## src/rtl/fsf_ram.sv

```systemverilog
// Generic simple dual-port RAM: one write port, one read port, registered read.
// No dependencies.
`default_nettype none

module fsf_ram #(
	parameter int WIDTH = 16,
	parameter int DEPTH = 64,
	parameter int AW    = 6
) (
	input  wire logic             clk,
	input  wire logic             we,
	input  wire logic [AW-1:0]    waddr,
	input  wire logic [WIDTH-1:0] wdata,
	input  wire logic [AW-1:0]    raddr,
	output logic      [WIDTH-1:0] rdata
);

	logic [WIDTH-1:0] mem [DEPTH];

	always_ff @(posedge clk) begin
		if (we) begin
			mem[waddr] <= wdata;
		end
		rdata <= mem[raddr];
	end

endmodule

`default_nettype wire

```

## config.mk

```make
export PLATFORM = sky130hd
export DESIGN_NAME = fsf_ram
export DESIGN_NICKNAME = d
export VERILOG_FILES = /design/src/rtl/fsf_ram.sv
export SDC_FILE = /design/constraint.sdc
export NUM_CORES = 1
export LEC_CHECK = 0
export ABC_AREA = 0
export BUFFER_PORTS_ARGS = -buffer_cell sky130_fd_sc_hd__buf_4
export CAP_MARGIN = 20
export CORE_MARGIN = 2
export CORE_UTILIZATION = 56
export CTS_BUF_LIST = sky130_fd_sc_hd__clkbuf_8
export CTS_CLUSTER_SIZE = 16
export DETAILED_ROUTE_END_ITERATION = 6
export PLACE_DENSITY = 0.72
export SYNTH_ARGS = -nofsm -noshare
export SYNTH_HDL_FRONTEND = slang
export SYNTH_SLANG_ARGS = --single-unit
```

## constraint.sdc

```tcl
create_clock -name clk -period 2.93 [get_ports clk]
set_clock_uncertainty 0.1 [all_clocks]
set_input_delay 0.586 -clock clk [delete_from_list [all_inputs] [get_ports clk]]
set_output_delay 0.586 -clock clk [all_outputs]
set_load 0.02 [all_outputs]
```

### Yosys cells after proc, flatten, opt, wreduce, memory -nomap -nowiden

Memory sizes are Yosys's and may differ from the RTL's. A register that Yosys moved wholly into a read port is not among the register bits.
Cells that the tools add are included.

| word-level totals | value |
|---|---|
| logic and storage cells | 3 |
| memory bits (writable) | 1024 |
| register bits after elaboration | 0 |
| memories kept | 1 |
| bits of input ports | 30 |
| output and inout port bits | 16 |

Memories:

| name | words | bits a word | rd ports | clocked after memory_dff | wr ports | line | RTL |
|---|---|---|---|---|---|---|---|
| mem | 64 | 16 | 1 | 1 | 1 | 18 | `logic [WIDTH-1:0] mem [DEPTH];` |

| operators by class | value |
|---|---|
| muxes and demuxes | 2 |

Operators with widths:

| cell | number |
|---|---|
| 1-bit 2-to-1 mux | 2 |

### Longest topological paths before layout

| logic depth | value |
|---|---|
| depth after elaboration | 2 |
| mapped depth | 10 |
| depth with buffers taken out | 5 |

### Worst setup path after synthesis

Ideal clock, no wire load.

| path | value |
|---|---|
| path type | input to register |
| start | in waddr[3] |
| end | mem mem[48][0], enable pin |
| stages | 4 |
| required time | 2.421 ns |
| arrival | 2.212 ns |
| setup slack | 0.209 ns |
| buffers on the path | 1 |
| library setup time | 0.409 ns |
| path through | clkbuf_1 -> nor2b_1 -> nand4b_1 -> nor3_1 |

RTL lines:

| what | line | RTL |
|---|---|---|
| start: declaration | 12 | `input wire logic [AW-1:0] waddr,` |
| end: declaration | 18 |  |

Straight into the memory's write port.

==> flow_metrics.tcl <==
set metrics [dict create \
    outcome "finished, final reports clean" \
    final_common_cell "edfxtp_1" \
    vias_per_cell 6.27 \
    multi_input_area_um2 8250 \
    vias 20000 \
    rsz0062_at_grt "no" \
    numCtsBuffers 162 \
    die_h_um 271 \
    crit_slowest_cell "mux4_2" \
    sw_frac_of_total 0.223 \
    p_leak_nw 14.9 \
    initial_core_util 0.563 \
    internal_power_mw 22.6 \
    start_kind "input port" \
    io_pins 46 \
    yosys-top-cells-area "edfxtp_1 77%, mux4_2 12%, mux2i_1 2.1%" \
    dieArea_um2 73700 \
    wl_um 93100 \
    clk_latency_ns 0.82 \
    cts_buffer_depth 3 \
    grt.total_usage 0.257 \
    layout_common_cells "1,024 x edfxtp_1, 220 x mux4_2, 204 x buf_4" \
    io_buffer_count 45 \
    period_share 0.783 \
    setup_tns_ns 0 \
    cts_tree "yes" \
    grt_first_pass_wirelength_um 136000 \
    areaGrowthSynthToFinish_pct 13.4 \
    rows 98 \
    maxCapViolCount 0 \
    synth_cell_types 43 \
    worst_pin_slew_ns 0.837 \
    final-hold-violation-count 0 \
    worst_slack_ns 0.636 \
    synth-seq-area-share 0.776 \
    drv_slew 0 \
    drive_above_1_share 0.304 \
    combPwrFrac 0.057 \
    cpPeakStageDelay_ns 0.51 \
    fin_crit_ns 2.29 \
    grt.overflow.total 0 \
    worst-setup-path-type "input port to register" \
    core_um2 71100 \
    place_ws_ns -0.130 \
    synth_area_per_cell_um2 21.9 \
    seq_area_um2 31100 \
    fillCellCount 4709 \
    synth_edf_count 1024 \
    switchingPower_mw 6.50 \
    slew-limit-headroom 0.436 \
    antenna_found_initial 6 \
    p_per_area_nw_per_um2 641 \
    hold_class "input port to register" \
    gp_congestion 0.878 \
    syn_nets 1859 \
    synthArstFlopShare 0 \
    drtPass1Iterations 7 \
    root_buffer "clkbuf_8" \
    pwr-share-clk 0.375 \
    netlist.area_leader.share 0.768 \
    syn_inst 1829 \
    drc_errors 0 \
    dp.final_hpwl_um 56400 \
    cpMostUsedCell "buf_12" \
    ir_worst_vdd_uv 325 \
    grt_max_degree 65 \
    die_x_um 271 \
    clkSinkCount 1040 \
    cts_setup_buffers 0 \
    ant_nets 0 \
    end_kind "register" \
    cp.required_ns 3.52 \
    crit_chain "buf_8, buf_12, buf_12, mux4_2, mux2i_1, a22oi_1, a31oi_1, buf_4, a311oi_1" \
    synth-seq-cells 1040 \
    htreeDepth 4 \
    cp_max_fo 19 \
    grt_pass1_vias 20200 \
    nNetsFinal 2149 \
    drtIter0Drc 2580 \
    cts_hold_buf 0 \
    synthFlopType "edfxtp_1" \
    worstPathArrival_ns 2.88 \
    yosys.area.top_type "edfxtp_1" \
    syn-cell-area_um2 40000 \
    yosys_warnings 0 \
    detail_route.wl_per_cell_um 29.1 \
    cts.clk_slew.worst_paths_ns 0.06 \
    seq_power_share 0.568 \
    cts-resized-gates 0 \
    setup_viol 0 \
    clock.fmax_mhz 436 \
]
-- path summary, 6_finish.rpt --
check	endpoint	slack (ns)	startpoint	cells past startpoint
max reg2reg	rdata[11]$_DFF_P_	0.70	mem[5][11]$_DFFE_PP_	6
max	rdata[0]$_DFF_P_	0.64	raddr[0]	9
min reg2reg	rdata[8]$_DFF_P_	0.79	mem[8][8]$_DFFE_PP_	5
min	mem[31][14]$_DFFE_PP_	0.23	wdata[14]	1
-- per-stage QoR --
step	hold WS (ns)	cells	cell area [um2]	util	power, mW
floorplan	0.585	1829	40000	-	17.7
global placement	0.768	2904	42500	0.598	18.5
detailed placement	0.792	2904	42500	0.598	18.5
CTS	0.178	3190	45400	0.638	29.3
global route	0.222	3193	45400	0.639	30.1
finish	0.228	3193	45400	0.639	29.1
-- kinds of logic (layout without fill, tap and decap cells) --
logic type / after synthesis / after routing / synth area share
compound gates: 129 / 129 / 0.0241
buf+inv: 104 / 516 / 0.0183
flops: 1040 / 1040 / 0.776
mux: 336 / 336 / 0.155
other cells: 0 / 2 / 0
simple gates: 220 / 220 / 0.0265
-- power groups by stage --
stage / Sequential [mW] / Clock [mW] / Combinational, mW
floorplan: 16.8 / 0 / 0.853
global placement: 16.8 / 0 / 1.64
detailed placement: 16.8 / 0 / 1.67
CTS: 16.5 / 11.1 / 1.67
global route: 16.5 / 11.8 / 1.76
finish: 16.5 / 10.9 / 1.67
-- synthesized netlist by cell type, types with 2 or more instances --
master	n
nand3b_1	2
mux4_1	4
o21ai_1	3
buf_1	3
a311oi_1	8
buf_12	5
mux2i_1	85
nand3_1	24
a22o_1	6
clkbuf_2	2
a221oi_1	16
nand2b_1	3
nor2_2	2
buf_8	3
mux4_2	220
nor3_1	2
nor4_2	3
a211oi_1	8
a21oi_1	17
clkbuf_1	24
nor2b_1	30
a41oi_1	5
buf_2	36
dfxtp_1	16
o21ai_0	5
nor2_1	72
and4_1	5
a211o_1	8
a31oi_1	8
and2_1	2
edfxtp_1	1024
nand4_1	12
a221o_1	6
mux2_2	27
buf_6	17
buf_4	13
nand2_1	59
a22oi_1	39
-- worst max-delay path, delay by kind of cell --
family,cells,cell delay (ns)
compound gates,3,0.59
mux,2,0.81
buf+inv,4,0.86
-- routing by layer --
layer / vias up / GRT usage / wire length (um)
li1: 8279 / - / -
met4: 4 / 0.100 / 3220
met5: - / 0 / 25
met1: 10500 / 0.361 / 36500
met2: 1096 / 0.393 / 44300
met3: 167 / 0.0675 / 9040
-- sequential cells by signal (all words and copies together) (netlist names) --
signal / cells
mem: 1024
rdata: 16
-- layout make-up --
class	instances	area share
flip-flops and latches	1040	0.684
multi-input cells	685	0.182
clock buffers	168	0.0509
repair buffers	230	0.0447
well taps	950	0.0262
clock inverters	118	0.0124
diodes	2	0.000110
Power figures use the tool's default switching activity.
