--- config.mk ---
export PLATFORM = sky130hd
export DESIGN_NAME = fsf_mac
export DESIGN_NICKNAME = d
export VERILOG_FILES = /design/src/rtl/fsf_pkg.sv /design/src/rtl/fsf_mac.sv
export SDC_FILE = /design/constraint.sdc
export NUM_CORES = 1
export LEC_CHECK = 0
export ABC_AREA = 1
export BUFFER_PORTS_ARGS = -buffer_cell sky130_fd_sc_hd__buf_2
export CORE_MARGIN = 1
export CORE_UTILIZATION = 28
export CTS_CLUSTER_SIZE = 14
export DETAILED_ROUTE_END_ITERATION = 10
export HOLD_SLACK_MARGIN = 0.05
export SLEW_MARGIN = 20
export SYNTH_ARGS = -nofsm -noshare
export SYNTH_HDL_FRONTEND = slang
export SYNTH_SLANG_ARGS = --single-unit
--- constraint.sdc ---
create_clock -name clk -period 4.15 [get_ports clk]
set_clock_uncertainty 0.05 [all_clocks]
set_input_delay 0.83 -clock clk [delete_from_list [all_inputs] [get_ports clk]]
set_output_delay 0.83 -clock clk [all_outputs]
set_load 0.01 [all_outputs]
--- src/rtl/fsf_pkg.sv ---
// Shared types and constants for the FIR sample filter.
// No dependencies; every other file of the filter but fsf_ram imports this package.
`default_nettype none

package fsf_pkg;

	localparam int SAMPLE_W  = 16;
	localparam int FRAC_BITS = 15;
	localparam int TAPS_W    = 7;
	localparam int INDEX_W   = 6;

	// Codes of the kind field of an input word.
	localparam logic KIND_SAMPLE = 1'b0;
	localparam logic KIND_COEF   = 1'b1;

	// Sequencer to multiply-accumulate datapath.
	typedef struct packed {
		logic clr;    // clear the accumulator for a new output
		logic issue;  // a tap read was issued to both memories this cycle
	} mac_ctrl_t;

	// Datapath back to sequencer.
	typedef struct packed {
		logic busy;   // products still in flight toward the accumulator
	} mac_stat_t;

endpackage

`default_nettype wire

--- src/rtl/fsf_mac.sv ---
// Multiply-accumulate datapath: RAM read data, product register, accumulator.
// Depends on fsf_pkg for the control and status structs.
`default_nettype none

module fsf_mac import fsf_pkg::*; #(
	parameter int COEF_WIDTH = 18,
	parameter int ACC_W      = 32
) (
	input  wire logic                         clk,
	input  wire logic                         arst_n,
	input  wire mac_ctrl_t                    ctrl,
	input  wire logic signed [SAMPLE_W-1:0]   hist_rdata,
	input  wire logic signed [COEF_WIDTH-1:0] coef_rdata,
	output mac_stat_t                         stat,
	output logic signed [ACC_W-1:0]           acc_q
);

	localparam int PW = SAMPLE_W + COEF_WIDTH;

	logic                 vld_s1;
	logic                 vld_s2;
	logic signed [PW-1:0] prod_s2;

	always_ff @(posedge clk or negedge arst_n) begin
		if (!arst_n) begin
			vld_s1 <= 1'b0;
			vld_s2 <= 1'b0;
		end else begin
			vld_s1 <= ctrl.issue;
			vld_s2 <= vld_s1;
		end
	end

	// Memory data is valid in the cycle after the read was issued.
	always_ff @(posedge clk) begin
		prod_s2 <= hist_rdata * coef_rdata;
		if (ctrl.clr) begin
			acc_q <= '0;
		end else if (vld_s2) begin
			acc_q <= acc_q + ACC_W'(prod_s2);
		end
	end

	assign stat.busy = vld_s1 | vld_s2;

endmodule

`default_nettype wire

# Word-level counts from Yosys, hierarchy flattened
# Index checks and enable logic that the tools add are counted.
[totals]
regBits = 66
inputBits = 38
out_inout_bits = 33
word_cells = 7
[op_classes]
n_addsub = 1
n_mul = 1
n_bitwise = 1
[op_table]
columns = ["operator", "count"]
rows = [
  ["$add A32 B32 Y32", 1],
  ["$mul A16 B18 Y32", 1],
  ["$or A1 B1 Y1", 1],
]

# Longest topological paths before layout
[logic_depth]
word_depth = 1
ltp_mapped = 27
ltp_nobuf = 25

# Worst setup path before layout
# OpenSTA, ideal clock, no wires.
[synth_path]
path_type = "input port to flip-flop"
start = "input port hist_rdata[6]"
end = "register prod_s2[28]"
setup_ps = 112
arrival_time_ps = 5922
required_ps = 3988
setup_slack_ps = -1935
cell_stages = 21
n_path_buf = 2
cell_sequence = "clkbuf_1 clkbuf_1 nand2_1 inv_1 fa_1 fa_1 inv_1 fa_1 fa_1 inv_1 fa_1 inv_1 fa_1 inv_1 ha_1 nand2_1 nor4_1 nand2_1 or2_1 nand3_1 nand2_1"
[synth_via]
elab_chain_len = 1
[synth_lines]
columns = ["item", "line_no", "source"]
rows = [
  ["start, declared", "fsf_mac.sv:12", "input wire logic signed [SAMPLE_W-1:0] hist_rdata,"],
  ["$mul A16 B18 Y32", "fsf_mac.sv:36", "prod_s2 <= hist_rdata * coef_rdata;"],
  ["end signal, assigned", "fsf_mac.sv:36", ""],
  ["end, declared", "fsf_mac.sv:22", "logic signed [PW-1:0] prod_s2;"],
]
# No other way between the ends.
# A chain may end at the register's enable or synchronous reset.

# Final worst setup path
[layout_path]
start = "input port coef_rdata[17]"
end = "register prod_s2[31]"
[layout_via]
elab_chain_len = 1
[layout_lines]
columns = ["item", "line_no", "source"]
rows = [
  ["start, declared", "fsf_mac.sv:13", "input wire logic signed [COEF_WIDTH-1:0] coef_rdata,"],
  ["$mul A16 B18 Y32", "fsf_mac.sv:36", ""],
]
# No other way between the ends.

==> impl_metrics.tcl <==
set metrics [dict create \
    status "finished with violations" \
    violations "setup timing" \
    cts_tree "done" \
    grt_pass1_wl_um 72700 \
    syn-num-nets 2521 \
    hold_viol 0 \
    slew_headroom_pct 62.0 \
    fin_area_um2 19800 \
    grt_setup_unrepaired "true" \
    grt_usage_pct 16.2 \
    clock_sinks 66 \
    io_buffers 70 \
    fmax_mhz 178 \
    m1WireLength_um 18900 \
    drt-total-wl_um 43200 \
    utilization_pct 36.8 \
    slew_viol_final 0 \
    slowest_stage "fa_1" \
    layout_common_cells "inv_1 (531), nand2_1 (455), fa_1 (252), buf_4 (162), nor2_1 (120)" \
    die_h_um 235 \
    n_fill_cell 5544 \
    grt_max_degree 52 \
    required_ps 4320 \
    end_kind "flip-flop" \
    vias_per_cell 4.44 \
    setup_viol 25 \
    worst_pin_slew_ps 570 \
    synth_flop_cell "dfxtp_1" \
    holdBufCountCts 0 \
    dpl.cell_count 2952 \
    antenna_found_initial 0 \
    die-area_um2 55400 \
    yosysSeqAreaShare_pct 8.73 \
    dr.first_iter.drc_count 640 \
    cap_violations 0 \
    yosys_warnings 0 \
    grt_pass1_vias 14476 \
    syn_avg_cell_area_um2 7.29 \
    hp-class "in -> async" \
    route.met3.wl_um 1840 \
    clockRootBuffer "clkbuf_16" \
    drive_gt1_share_pct 25.5 \
    post-place-ws_ps -2050 \
    cts_buffer_depth 2 \
    final_cells 3008 \
    layout_setup_ws_ps -1480 \
    critPathMaxFanout 10 \
    finalCritPeriodShare_pct 136 \
    fp.dieW_um 235 \
    path_cells "buf_12 -> buf_4 -> nand2_2 -> inv_2 -> fa_2 -> inv_4 -> buf_4 -> buf_4 -> fa_1 -> fa_1 -> fa_1 -> fa_1 -> fa_1 -> inv_2 -> ha_4 -> nand2_2 -> nor2_2 -> nand2_2 -> o21ai_1 -> nor2_1 -> nand3_1 -> nand2_1" \
    design.core.area_um2 53800 \
    insertion_delay_ps 340 \
    area_growth_pct 29.8 \
    top_layer "met4" \
    layout_commonest_cell "inv_1" \
    worstSetupStartpointType "primary input" \
    clk_pin_slew_worst_paths_ps 60 \
    gp_congestion 0.898 \
    dpl.hpwl_um 37300 \
    synth.ff_latch_count 66 \
    drc_errors 0 \
    async_reset_ff_share_pct 3.03 \
    dpl_cell_area_um2 18000 \
    synthCells 2092 \
    wl_met2_um 21700 \
    diodes 0 \
    synth_edf_count 0 \
    critPathArrivalTime_ps 5800 \
    ant_nets 0 \
    via_count 13367 \
    syn-cell-area_um2 15200 \
    wl_per_cell_um 14.4 \
    cts_buffers 9 \
    cts_htree_levels 3 \
    first_pass_iters 5 \
    min_period_ps 5630 \
    ios 71 \
    grt_overflow 0 \
    initial_utilization_pct 28.3 \
    fp-row-count 85 \
    ys_types 46 \
    cp_common_cell "fa_1" \
    nNetsFinal 2737 \
    crit_path_max_incr_delay_ps 590 \
    critPathKind "in -> reg" \
]
[through the flow]
stage,setup TNS (ps),hold WS [ps]
floorplan,-27260,296
global placement,-39720,302
detailed placement,-40800,313
CTS,-26890,205
global route,-31400,208
finish,-27740,217
[critical path, delay by kind of cell]
kind | cells | cell delay [ps]
simple gates | 7 | 660
fa+ha+maj | 7 | 3450
buf+inv | 7 | 660
compound gates | 1 | 190
[path summary, 6_finish.rpt]
check,end,slack [ps],startpoint,depth (start not counted)
hold reg to reg,vld_s2,320,vld_s1,0
hold / removal,vld_s1,220,arst_n,1
max in group asynchronous,vld_s2,3740,arst_n,1
setup / recovery,prod_s2[31],-1480,coef_rdata[17],22
setup reg to reg,acc_q[20],1820,acc_q[0],15
min in group clk,vld_s2,320,vld_s1,0
[kinds of logic after synthesis]
group	count (synthesis)	share of synthesized area [%]
buf+inv	666	16.6
fa+ha+maj	391	45.7
simple gates	781	21.0
flops	66	8.73
xor+xnor	47	2.70
compound gates	141	5.21
[cell usage after synthesis (2+ instances only)]
master | number | area (µm²)
a21o_1 | 7 | 52.6
a21oi_1 | 65 | 325
a21oi_2 | 3 | 26.3
buf_1 | 5 | 18.8
buf_2 | 3 | 15.0
clkbuf_1 | 58 | 218
dfrtp_1 | 2 | 50.1
dfxtp_1 | 64 | 1280
fa_1 | 277 | 5550
ha_1 | 114 | 1430
inv_1 | 596 | 2240
nand2_1 | 512 | 1920
nand2_2 | 16 | 100
nand3_1 | 66 | 330
nand3b_1 | 4 | 30.0
nand4_1 | 11 | 68.8
nor2_1 | 138 | 518
nor2_2 | 6 | 37.5
nor2_4 | 2 | 22.5
nor3_1 | 8 | 40.0
nor4_1 | 2 | 12.5
o211ai_1 | 3 | 22.5
o21a_1 | 3 | 22.5
o21ai_0 | 43 | 215
o21ai_1 | 3 | 15.0
o21bai_1 | 7 | 52.6
or2_1 | 2 | 12.5
or2_2 | 9 | 56.3
xnor2_1 | 11 | 96.3
xor2_1 | 36 | 315
[metal layers]
layer	global-route usage, %	vias up
li1	-	6461
met1	20.6	6547
met2	29.6	301
met3	1.83	58
met4	3.07	0
met5	0	-
[flip-flops by register name (all words and copies together), names as in the netlist]
name,count
acc_q,32
prod_s2,32
vld_s1,1
vld_s2,1
[repair_timing]
item                       CTS  global route
gates cloned                 2             0
setup buffers               18            24
hold endpoints to repair     0             0
gates resized for setup    221           113
pin swaps                   86            92
setup endpoints to repair   25            25
[layout make-up]
cell class	count	area (µm²)	share of cell area, %
clock buffers	10	239	1.21
clock inverters	5	55.1	0.278
inverters	597	2260	11.4
multi-input cells	1360	12600	63.8
flip-flops and latches	66	1330	6.73
well taps	696	871	4.40
repair buffers	273	2400	12.2
repair inverters	1	7.51	0.0380
Power is left out: the tool's default activity adds up to more than one toggle a clock period on the data nets, which glitch-free logic cannot reach.
