===== src/rtl/fsf_pkg.sv =====
// Shared types and constants for the FIR sample filter.
// No dependencies; every other file of the filter but fsf_ram imports this package.
`default_nettype none

package fsf_pkg;

	localparam int SAMPLE_W  = 16;
	localparam int FRAC_BITS = 15;
	localparam int TAPS_W    = 7;
	localparam int INDEX_W   = 6;

	// Codes of the kind field of an input word.
	localparam logic KIND_SAMPLE = 1'b0;
	localparam logic KIND_COEF   = 1'b1;

	// Sequencer to multiply-accumulate datapath.
	typedef struct packed {
		logic clr;    // clear the accumulator for a new output
		logic issue;  // a tap read was issued to both memories this cycle
	} mac_ctrl_t;

	// Datapath back to sequencer.
	typedef struct packed {
		logic busy;   // products still in flight toward the accumulator
	} mac_stat_t;

endpackage

`default_nettype wire


===== src/rtl/fsf_seq.sv =====
// Sequencer of the FIR sample filter: tap count register, delay-line pointer,
// fill count and the tap read loop. Depends on fsf_pkg.
`default_nettype none

module fsf_seq import fsf_pkg::*; #(
	parameter int MAX_TAPS = 64,
	parameter int AW       = 6
) (
	input  wire logic              clk,
	input  wire logic              arst_n,
	input  wire logic              taps_we,
	input  wire logic [TAPS_W-1:0] taps_wdata,
	input  wire logic              in_valid,
	input  wire logic              in_kind,
	input  wire logic [INDEX_W-1:0] in_coef_index,
	output logic                   in_ready,
	output logic                   hist_we,
	output logic [AW-1:0]          hist_waddr,
	output logic [AW-1:0]          hist_raddr,
	output logic                   coef_we,
	output logic [AW-1:0]          coef_waddr,
	output logic [AW-1:0]          coef_raddr,
	output mac_ctrl_t              mac_ctrl,
	input  wire mac_stat_t         mac_stat,
	input  wire logic              out_free,
	output logic                   out_load
);

	localparam int CW = $clog2(MAX_TAPS + 1);

	typedef enum logic [3:0] {
		S_IDLE  = 4'b0001,
		S_RUN   = 4'b0010,
		S_DRAIN = 4'b0100,
		S_DONE  = 4'b1000
	} state_t;

	state_t            state_q;
	logic [TAPS_W-1:0] taps_q;
	logic [AW-1:0]     newest_q;
	logic [CW-1:0]     fill_q;
	logic [AW-1:0]     rptr_q;
	logic [AW-1:0]     tap_q;
	logic [CW-1:0]     rem_q;

	logic              accept;
	logic              take_sample;
	logic [AW-1:0]     newest_nxt;
	logic [CW-1:0]     fill_nxt;
	logic [CW-1:0]     taps_sat;
	logic [CW-1:0]     n_taps;

	assign in_ready    = (state_q == S_IDLE);
	assign accept      = in_valid & in_ready;
	assign take_sample = accept & (in_kind == KIND_SAMPLE);

	assign newest_nxt = (newest_q == AW'(MAX_TAPS - 1)) ? '0 : newest_q + 1'b1;
	assign fill_nxt   = (fill_q == CW'(MAX_TAPS)) ? fill_q : fill_q + 1'b1;
	assign taps_sat   = (32'(taps_q) > 32'(MAX_TAPS)) ? CW'(MAX_TAPS) : CW'(taps_q);
	// Taps beyond the samples received so far would read delay-line entries that hold no sample.
	assign n_taps     = (taps_sat < fill_nxt) ? taps_sat : fill_nxt;

	assign hist_we    = take_sample;
	assign hist_waddr = newest_nxt;
	assign coef_we    = accept & (in_kind == KIND_COEF) &
	                    (32'(in_coef_index) < 32'(MAX_TAPS));
	assign coef_waddr = AW'(in_coef_index);
	assign hist_raddr = rptr_q;
	assign coef_raddr = tap_q;

	assign mac_ctrl.clr   = take_sample;
	assign mac_ctrl.issue = (state_q == S_RUN);
	assign out_load       = (state_q == S_DONE) & out_free;

	always_ff @(posedge clk or negedge arst_n) begin
		if (!arst_n) begin
			state_q  <= S_IDLE;
			taps_q   <= TAPS_W'(1);
			newest_q <= '0;
			fill_q   <= '0;
			rptr_q   <= '0;
			tap_q    <= '0;
			rem_q    <= '0;
		end else begin
			if (taps_we) begin
				taps_q <= taps_wdata;
			end
			unique case (state_q)
				S_IDLE: begin
					if (take_sample) begin
						newest_q <= newest_nxt;
						fill_q   <= fill_nxt;
						rptr_q   <= newest_nxt;
						tap_q    <= '0;
						rem_q    <= n_taps;
						state_q  <= (n_taps == '0) ? S_DONE : S_RUN;
					end
				end
				S_RUN: begin
					rptr_q <= (rptr_q == '0) ? AW'(MAX_TAPS - 1) : rptr_q - 1'b1;
					tap_q  <= tap_q + 1'b1;
					rem_q  <= rem_q - 1'b1;
					if (rem_q == CW'(1)) begin
						state_q <= S_DRAIN;
					end
				end
				S_DRAIN: begin
					if (!mac_stat.busy) begin
						state_q <= S_DONE;
					end
				end
				S_DONE: begin
					if (out_free) begin
						state_q <= S_IDLE;
					end
				end
				default: begin
					state_q <= S_IDLE;
				end
			endcase
		end
	end

endmodule

`default_nettype wire


===== config.mk =====
export PLATFORM = sky130hd
export DESIGN_NAME = fsf_seq
export DESIGN_NICKNAME = d
export VERILOG_FILES = /design/src/rtl/fsf_pkg.sv /design/src/rtl/fsf_seq.sv
export SDC_FILE = /design/constraint.sdc
export NUM_CORES = 1
export LEC_CHECK = 0
export ABC_AREA = 1
export BUFFER_PORTS_ARGS = -buffer_cell sky130_fd_sc_hd__buf_2
export CORE_MARGIN = 5
export CORE_UTILIZATION = 58
export CTS_BUF_LIST = sky130_fd_sc_hd__clkbuf_2 sky130_fd_sc_hd__clkbuf_4 sky130_fd_sc_hd__clkbuf_8
export CTS_CLUSTER_SIZE = 28
export DETAILED_ROUTE_END_ITERATION = 10
export GPL_TIMING_DRIVEN = 0
export HOLD_SLACK_MARGIN = 0.12
export PLACE_DENSITY = 0.82
export SETUP_SLACK_MARGIN = 0.1
export SLEW_MARGIN = 10
export SYNTH_ARGS = -nofsm -noshare
export SYNTH_HDL_FRONTEND = slang
export SYNTH_SLANG_ARGS = --single-unit

===== constraint.sdc =====
create_clock -name clk -period 2.6 [get_ports clk]
set_input_delay 0.26 -clock clk [delete_from_list [all_inputs] [get_ports clk]]
set_output_delay 0.26 -clock clk [all_outputs]
set_load 0.03 [all_outputs]

* After elaboration in Yosys (flattened, before gate mapping)
Cells that the tools add are included.
Word-level totals: output and inout port bits 30, bits in registers 43, input port bits 20, logic and storage cells 53
Cells by class: $lt $le $gt $ge 2, reduce and logical (&&, ||, !) cells 6, bitwise logic cells 5, multiplexer cells 17, eq/ne operators 11, add/subtract/negate cells 5
Operators by type and width (count):
- 7-bit 2-to-1 mux | 4
- 6-bit 2-to-1 mux | 4
- 6-bit one-hot mux with 2 select lines | 2
- 4-bit 2-to-1 mux | 5
- 4-bit one-hot mux with 4 select lines | 1
- 7-bit one-hot mux with 2 select lines | 1
- 6-bit by 1-bit adder with 6-bit output, second input constant | 2
- 7-bit by 1-bit adder with 7-bit output, second input constant | 1
- 7-bit by 1-bit equality test with 1-bit output, second input constant | 1
- 7-bit equality test, second input constant | 1
- 7-bit greater-than comparator, second input constant | 1
- 7-bit zero test | 1
- 7-bit less-than comparator | 1
- 7-bit by 1-bit subtractor with 7-bit output, second input constant | 1
- 6-bit equality test, second input constant | 1
- 6-bit zero test | 1
- 6-bit by 1-bit subtractor with 6-bit output, second input constant | 1
- 1-bit bitwise AND | 4
- 4-bit by 1-bit equality test with 1-bit output, second input constant | 1
- 4-bit by 2-bit equality test with 1-bit output, second input constant | 1
- 4-bit by 3-bit equality test with 1-bit output, second input constant | 1
- 4-bit equality test, second input constant | 1
- 2-bit by 1-bit inequality test with 1-bit output, second input constant | 2
- 2-bit inequality test, second input constant | 2
- other kinds (4) | 5

* Longest topological paths before layout
depth after elaboration 8, gate-level depth with buffers 20, mapped depth without buffers 20

* Least setup slack after synthesis
No wires, ideal clock.
path kind flip-flop to flip-flop, from register fill_q[0], to register state_q[1], data arrival time 2.246 ns, buffers on the path 0, setup slack 0.237 ns, stages on the path, launching flop included 16, cells stage by stage dfrtp_1 -> ha_1 -> nand4_1 -> nor2_1 -> xor2_1 -> ha_1 -> nand2_1 -> nor2_1 -> a211oi_4 -> nand2_4 -> nand2_1 -> o21ai_1 -> nor2_1 -> nand2_1 -> nand2_1 -> nand2_1
On the way: cells in the longest elaborated chain, start to end 8
RTL lines:
- from (decl) | line fsf_seq.sv:41 | logic [CW-1:0] fill_q;
- from (signal assigned) | line fsf_seq.sv:92 | fill_q <= fill_nxt;
- 7-bit by 1-bit adder with 7-bit output / 7-bit equality test (equally long branches) | line fsf_seq.sv:58 | assign fill_nxt = (fill_q == CW'(MAX_TAPS)) ? fill_q : fill_q + 1'b1;
- 7-bit 2-to-1 mux (*) | line fsf_seq.sv:58
- 7-bit less-than comparator | line fsf_seq.sv:61 | assign n_taps = (taps_sat < fill_nxt) ? taps_sat : fill_nxt;
- 7-bit 2-to-1 mux (*) | line fsf_seq.sv:61
- 7-bit zero test (*) | line fsf_seq.sv:96 | state_q <= (n_taps == '0) ? S_DONE : S_RUN;
- 4-bit 2-to-1 mux (*) | line fsf_seq.sv:96
- 4-bit 2-to-1 mux (*) | line fsf_seq.sv:90 | if (take_sample) begin
- 4-bit one-hot mux with 4 select lines (*) | line fsf_seq.sv:88 | unique case (state_q)
- to (signal assigned) | line fsf_seq.sv:96
- to (decl) | line fsf_seq.sv:38 | state_t state_q;
Every way passes the cells marked *; elsewhere a longest branch is shown, timed or not. The select of a mux whose other input is x is not followed. A chain may end at the register's enable or synchronous reset.

* Final worst setup path
from register fill_q[0], to register state_q[3]
Same word-level chain as after synthesis.

==> results.toml <==
[critical_path]
crit_family = "simple AND/OR/NAND/NOR gates"
critPathMostFrequentCell = "nand2_1"
worst_path_largest_cell_delay_ps = 400
cp_slowest_cell = "dfrtp_1"
worstPathCellList = "ha_2 > nand4_1 > nor2_1 > xor2_1 > ha_1 > nand2_1 > nor2_2 > a211oi_4 > buf_6 > nand2_4 > nand2_1 > nand2_2 > nand2_2 > nor2_4 > nand3_1 > nand2_1"
path_class = "reg -> reg"
worstSetupEndpointType = "register"
arrival_ps = 2770
critPathBufInv = 1
crit_path_start_kind = "register"
required_ps = 2790
worstPathMaxFanout = 8

[route]
routed_wl_mm = 6.202
viasPerCell = 5.473
vias = 2474
wl_per_cell_um = 13.72
highest_layer = "met4"
drc = 0
wl_met2_mm = 3.146
ant_nets = 0
wl_met3_um = 312
drt_iter0_drc = 126
dr.pass1.iters = 4
met1_length_mm = 2.641

[floorplan]
core_area_um2 = 4444
io_pins = 50
start_util_pct = 60.67
die_h_um = 78.18
fp-row-count = 24
die_area_um2 = 6112
dieWidth_um = 78.18

[timing]
tns_ps = 0
setup_viol = 0
fmax_mhz = 387.1
slew_viol_final = 0
finalHoldViolations = 0
relSlewSlack_pct = 34.64
finalClockSkew_ps = 6.002
final.period_utilization_pct = 99.36
worst_slew_pin_slew_ps = 980.4
rsz0062_at_grt = "true"
min_period_ps = 2583

[run_status]
outcome = "finished clean"

[cts]
clk_path_buf_depth = 2
path_clk_slew_ps = 80
numCtsBuffers = 5
cts_hold_buf = 0
clk_latency_ps = 300
clock-sinks = 43
htreeDepth = 2
clockRootBuffer = "clkbuf_8"
tritoncts = "built"

[synthesis]
synth_edf_count = 0
synth_top_family_by_area = "simple AND/OR/NAND/NOR gates"
synth_cell_type_count = 39
yosysSeqAreaShare_pct = 40.00
synthCells = 341
synth-xor-area-share_pct = 2.923
synthMuxAreaShare_pct = 0.8353
yosys.area_share.simple_pct = 26.96
ys_seq_elements = 43
syn_nets = 375
yosys_warnings = 0
async_flop_share_pct = 100.0
syn_area_per_cell_um2 = 7.907
syn-cell-area_um2 = 2696
synth-compound-area-share_pct = 12.85
ys.flop_type = "dfrtp_1"
synth_fa_ha_area_share_pct = 6.497

[placement]
gp_congestion = 0.8531
port_buffers = 43
dp_cells = 436
place_hpwl_mm = 4.507

[power]
p_per_area_nw_per_um2 = 1119
peakVddDrop_v = 0.0004511
power.leakage_uw = 0.001667

[grt]
gr-total-overflow = 0
antenna_found_initial = 0
grt_pass1_wl_mm = 10.25
grt_max_degree = 44
grt_pass1_vias = 2298
track_usage_pct = 20.52

[layout]
nNetsFinal = 433
fillCellCount = 359
mostFrequentLayoutCells = "nand2_1, buf_2, inv_1, dfrtp_1, o21ai_0"
drive_gt1_share_pct = 27.75
final_common_cell = "nand2_1"
antenna_cells = 0
area.growth.synth_to_final_pct = 18.61
stdcell_count = 452

[worst_hold_path]
hold_class = "in -> async"

[flow_run]
drv_cap = 0
[state kept, by name (all words and copies together) (netlist names)]
register and count:
fill_q 7, taps_q 7, rem_q 7, hist_raddr 6, newest_q 6, state_q 4
coef_raddr 6
[metrics by stage]
| step | util, % | power (uW) | setup slack [ps] | cell area [um^2] | hold slack [ps] |
|---|---|---|---|---|---|
| 2_1_floorplan | - | 2504 | 237.4 | 2696 | -35.59 |
| 6_report | 71.96 | 3579 | 16.63 | 3198 | 120.6 |
| 3_3_place_gp | 66.98 | 2887 | -116.6 | 2977 | 460.0 |
| 5_1_grt | 71.96 | 3873 | -171.8 | 3198 | 162.7 |
| 3_5_place_dp | 66.98 | 2966 | -124.1 | 2977 | 468.4 |
| 4_1_cts | 70.64 | 3503 | 28.41 | 3139 | 150.5 |
[routing by layer]
layer	up-vias	global-route usage, %
li1	1213	-
met1	1160	25.62
met2	86	36.90
met3	15	3.661
met4	0	4.895
met5	-	0
[worst reg2reg max path, cell delays in order (launching register included)]
cell	delay [ps]
dfrtp_1	400
ha_2	200
nand4_1	130
nor2_1	150
xor2_1	240
ha_1	330
nand2_1	100
nor2_2	50
a211oi_4	180
buf_6	170
nand2_4	90
nand2_1	100
nand2_2	80
nand2_2	80
nor2_4	50
nand3_1	70
nand2_1	60
[cells by family (layout without fill, tap and decap cells)]
kind of cell,after synthesis,after routing
multiplexers,2,2
XOR/XNOR,9,9
adder cells (fa/ha/maj),14,14
AO/OA/AOI/OAI,59,59
AND/OR/NAND/NOR,151,151
flip-flops,43,43
buffers and inverters,63,122
[final cells by class]
type                    count  area [um^2]  area share [%]
plain buffers              14        81.33           2.543
well taps                  52        65.06           2.034
clock buffers               7        90.09           2.817
multi-input cells         235         1413           44.17
flip-flops and latches     43         1079           33.72
clock inverters             1        5.005          0.1565
inverters                  49        186.4           5.829
repair buffers             51        279.0           8.725
[synth_stat cells (all sizes together), types with 5 or more instances]
library cell	instances	area, um^2
a21oi	10	50.05
buf	9	62.56
clkbuf	5	18.77
dfrtp	41	1026
ha	14	175.2
inv	48	182.7
nand2	84	337.8
nand3	16	85.08
nand3b	5	37.54
nor2	31	128.9
nor3	7	72.57
o21ai	36	180.2
xor2	9	78.83
[repair_timing]
action | in CTS | in global routing
buffers inserted | 7 | 1
hold endpoints to repair | 0 | 0
endpoints found under the setup margin | 7 | 9
pin swaps | 11 | 11
resized for setup | 4 | 13
[worst paths after layout]
path | from | endpoint | slack [ps] | depth (start not counted)
setup / recovery | fill_q[0] | state_q[3] | 20 | 16
hold / removal | arst_n | hist_raddr[3] | 120 | 1
setup reg to reg | fill_q[0] | state_q[3] | 20 | 16
hold reg to reg | coef_raddr[4] | coef_raddr[4] | 490 | 1
max in group asynchronous | arst_n | taps_q[6] | 1880 | 1
min in group clk | taps_wdata[5] | taps_q[5] | 160 | 3
[where the power goes]
| group | switching (uW) | internal (uW) | total, uW |
|---|---|---|---|
| Combinational | 1310 | 687 | 1990 |
| Sequential | 225 | 903 | 1130 |
| Clock | 232 | 225 | 457 |
| Total | 1760 | 1820 | 3580 |
Power figures use the tool's default switching activity.
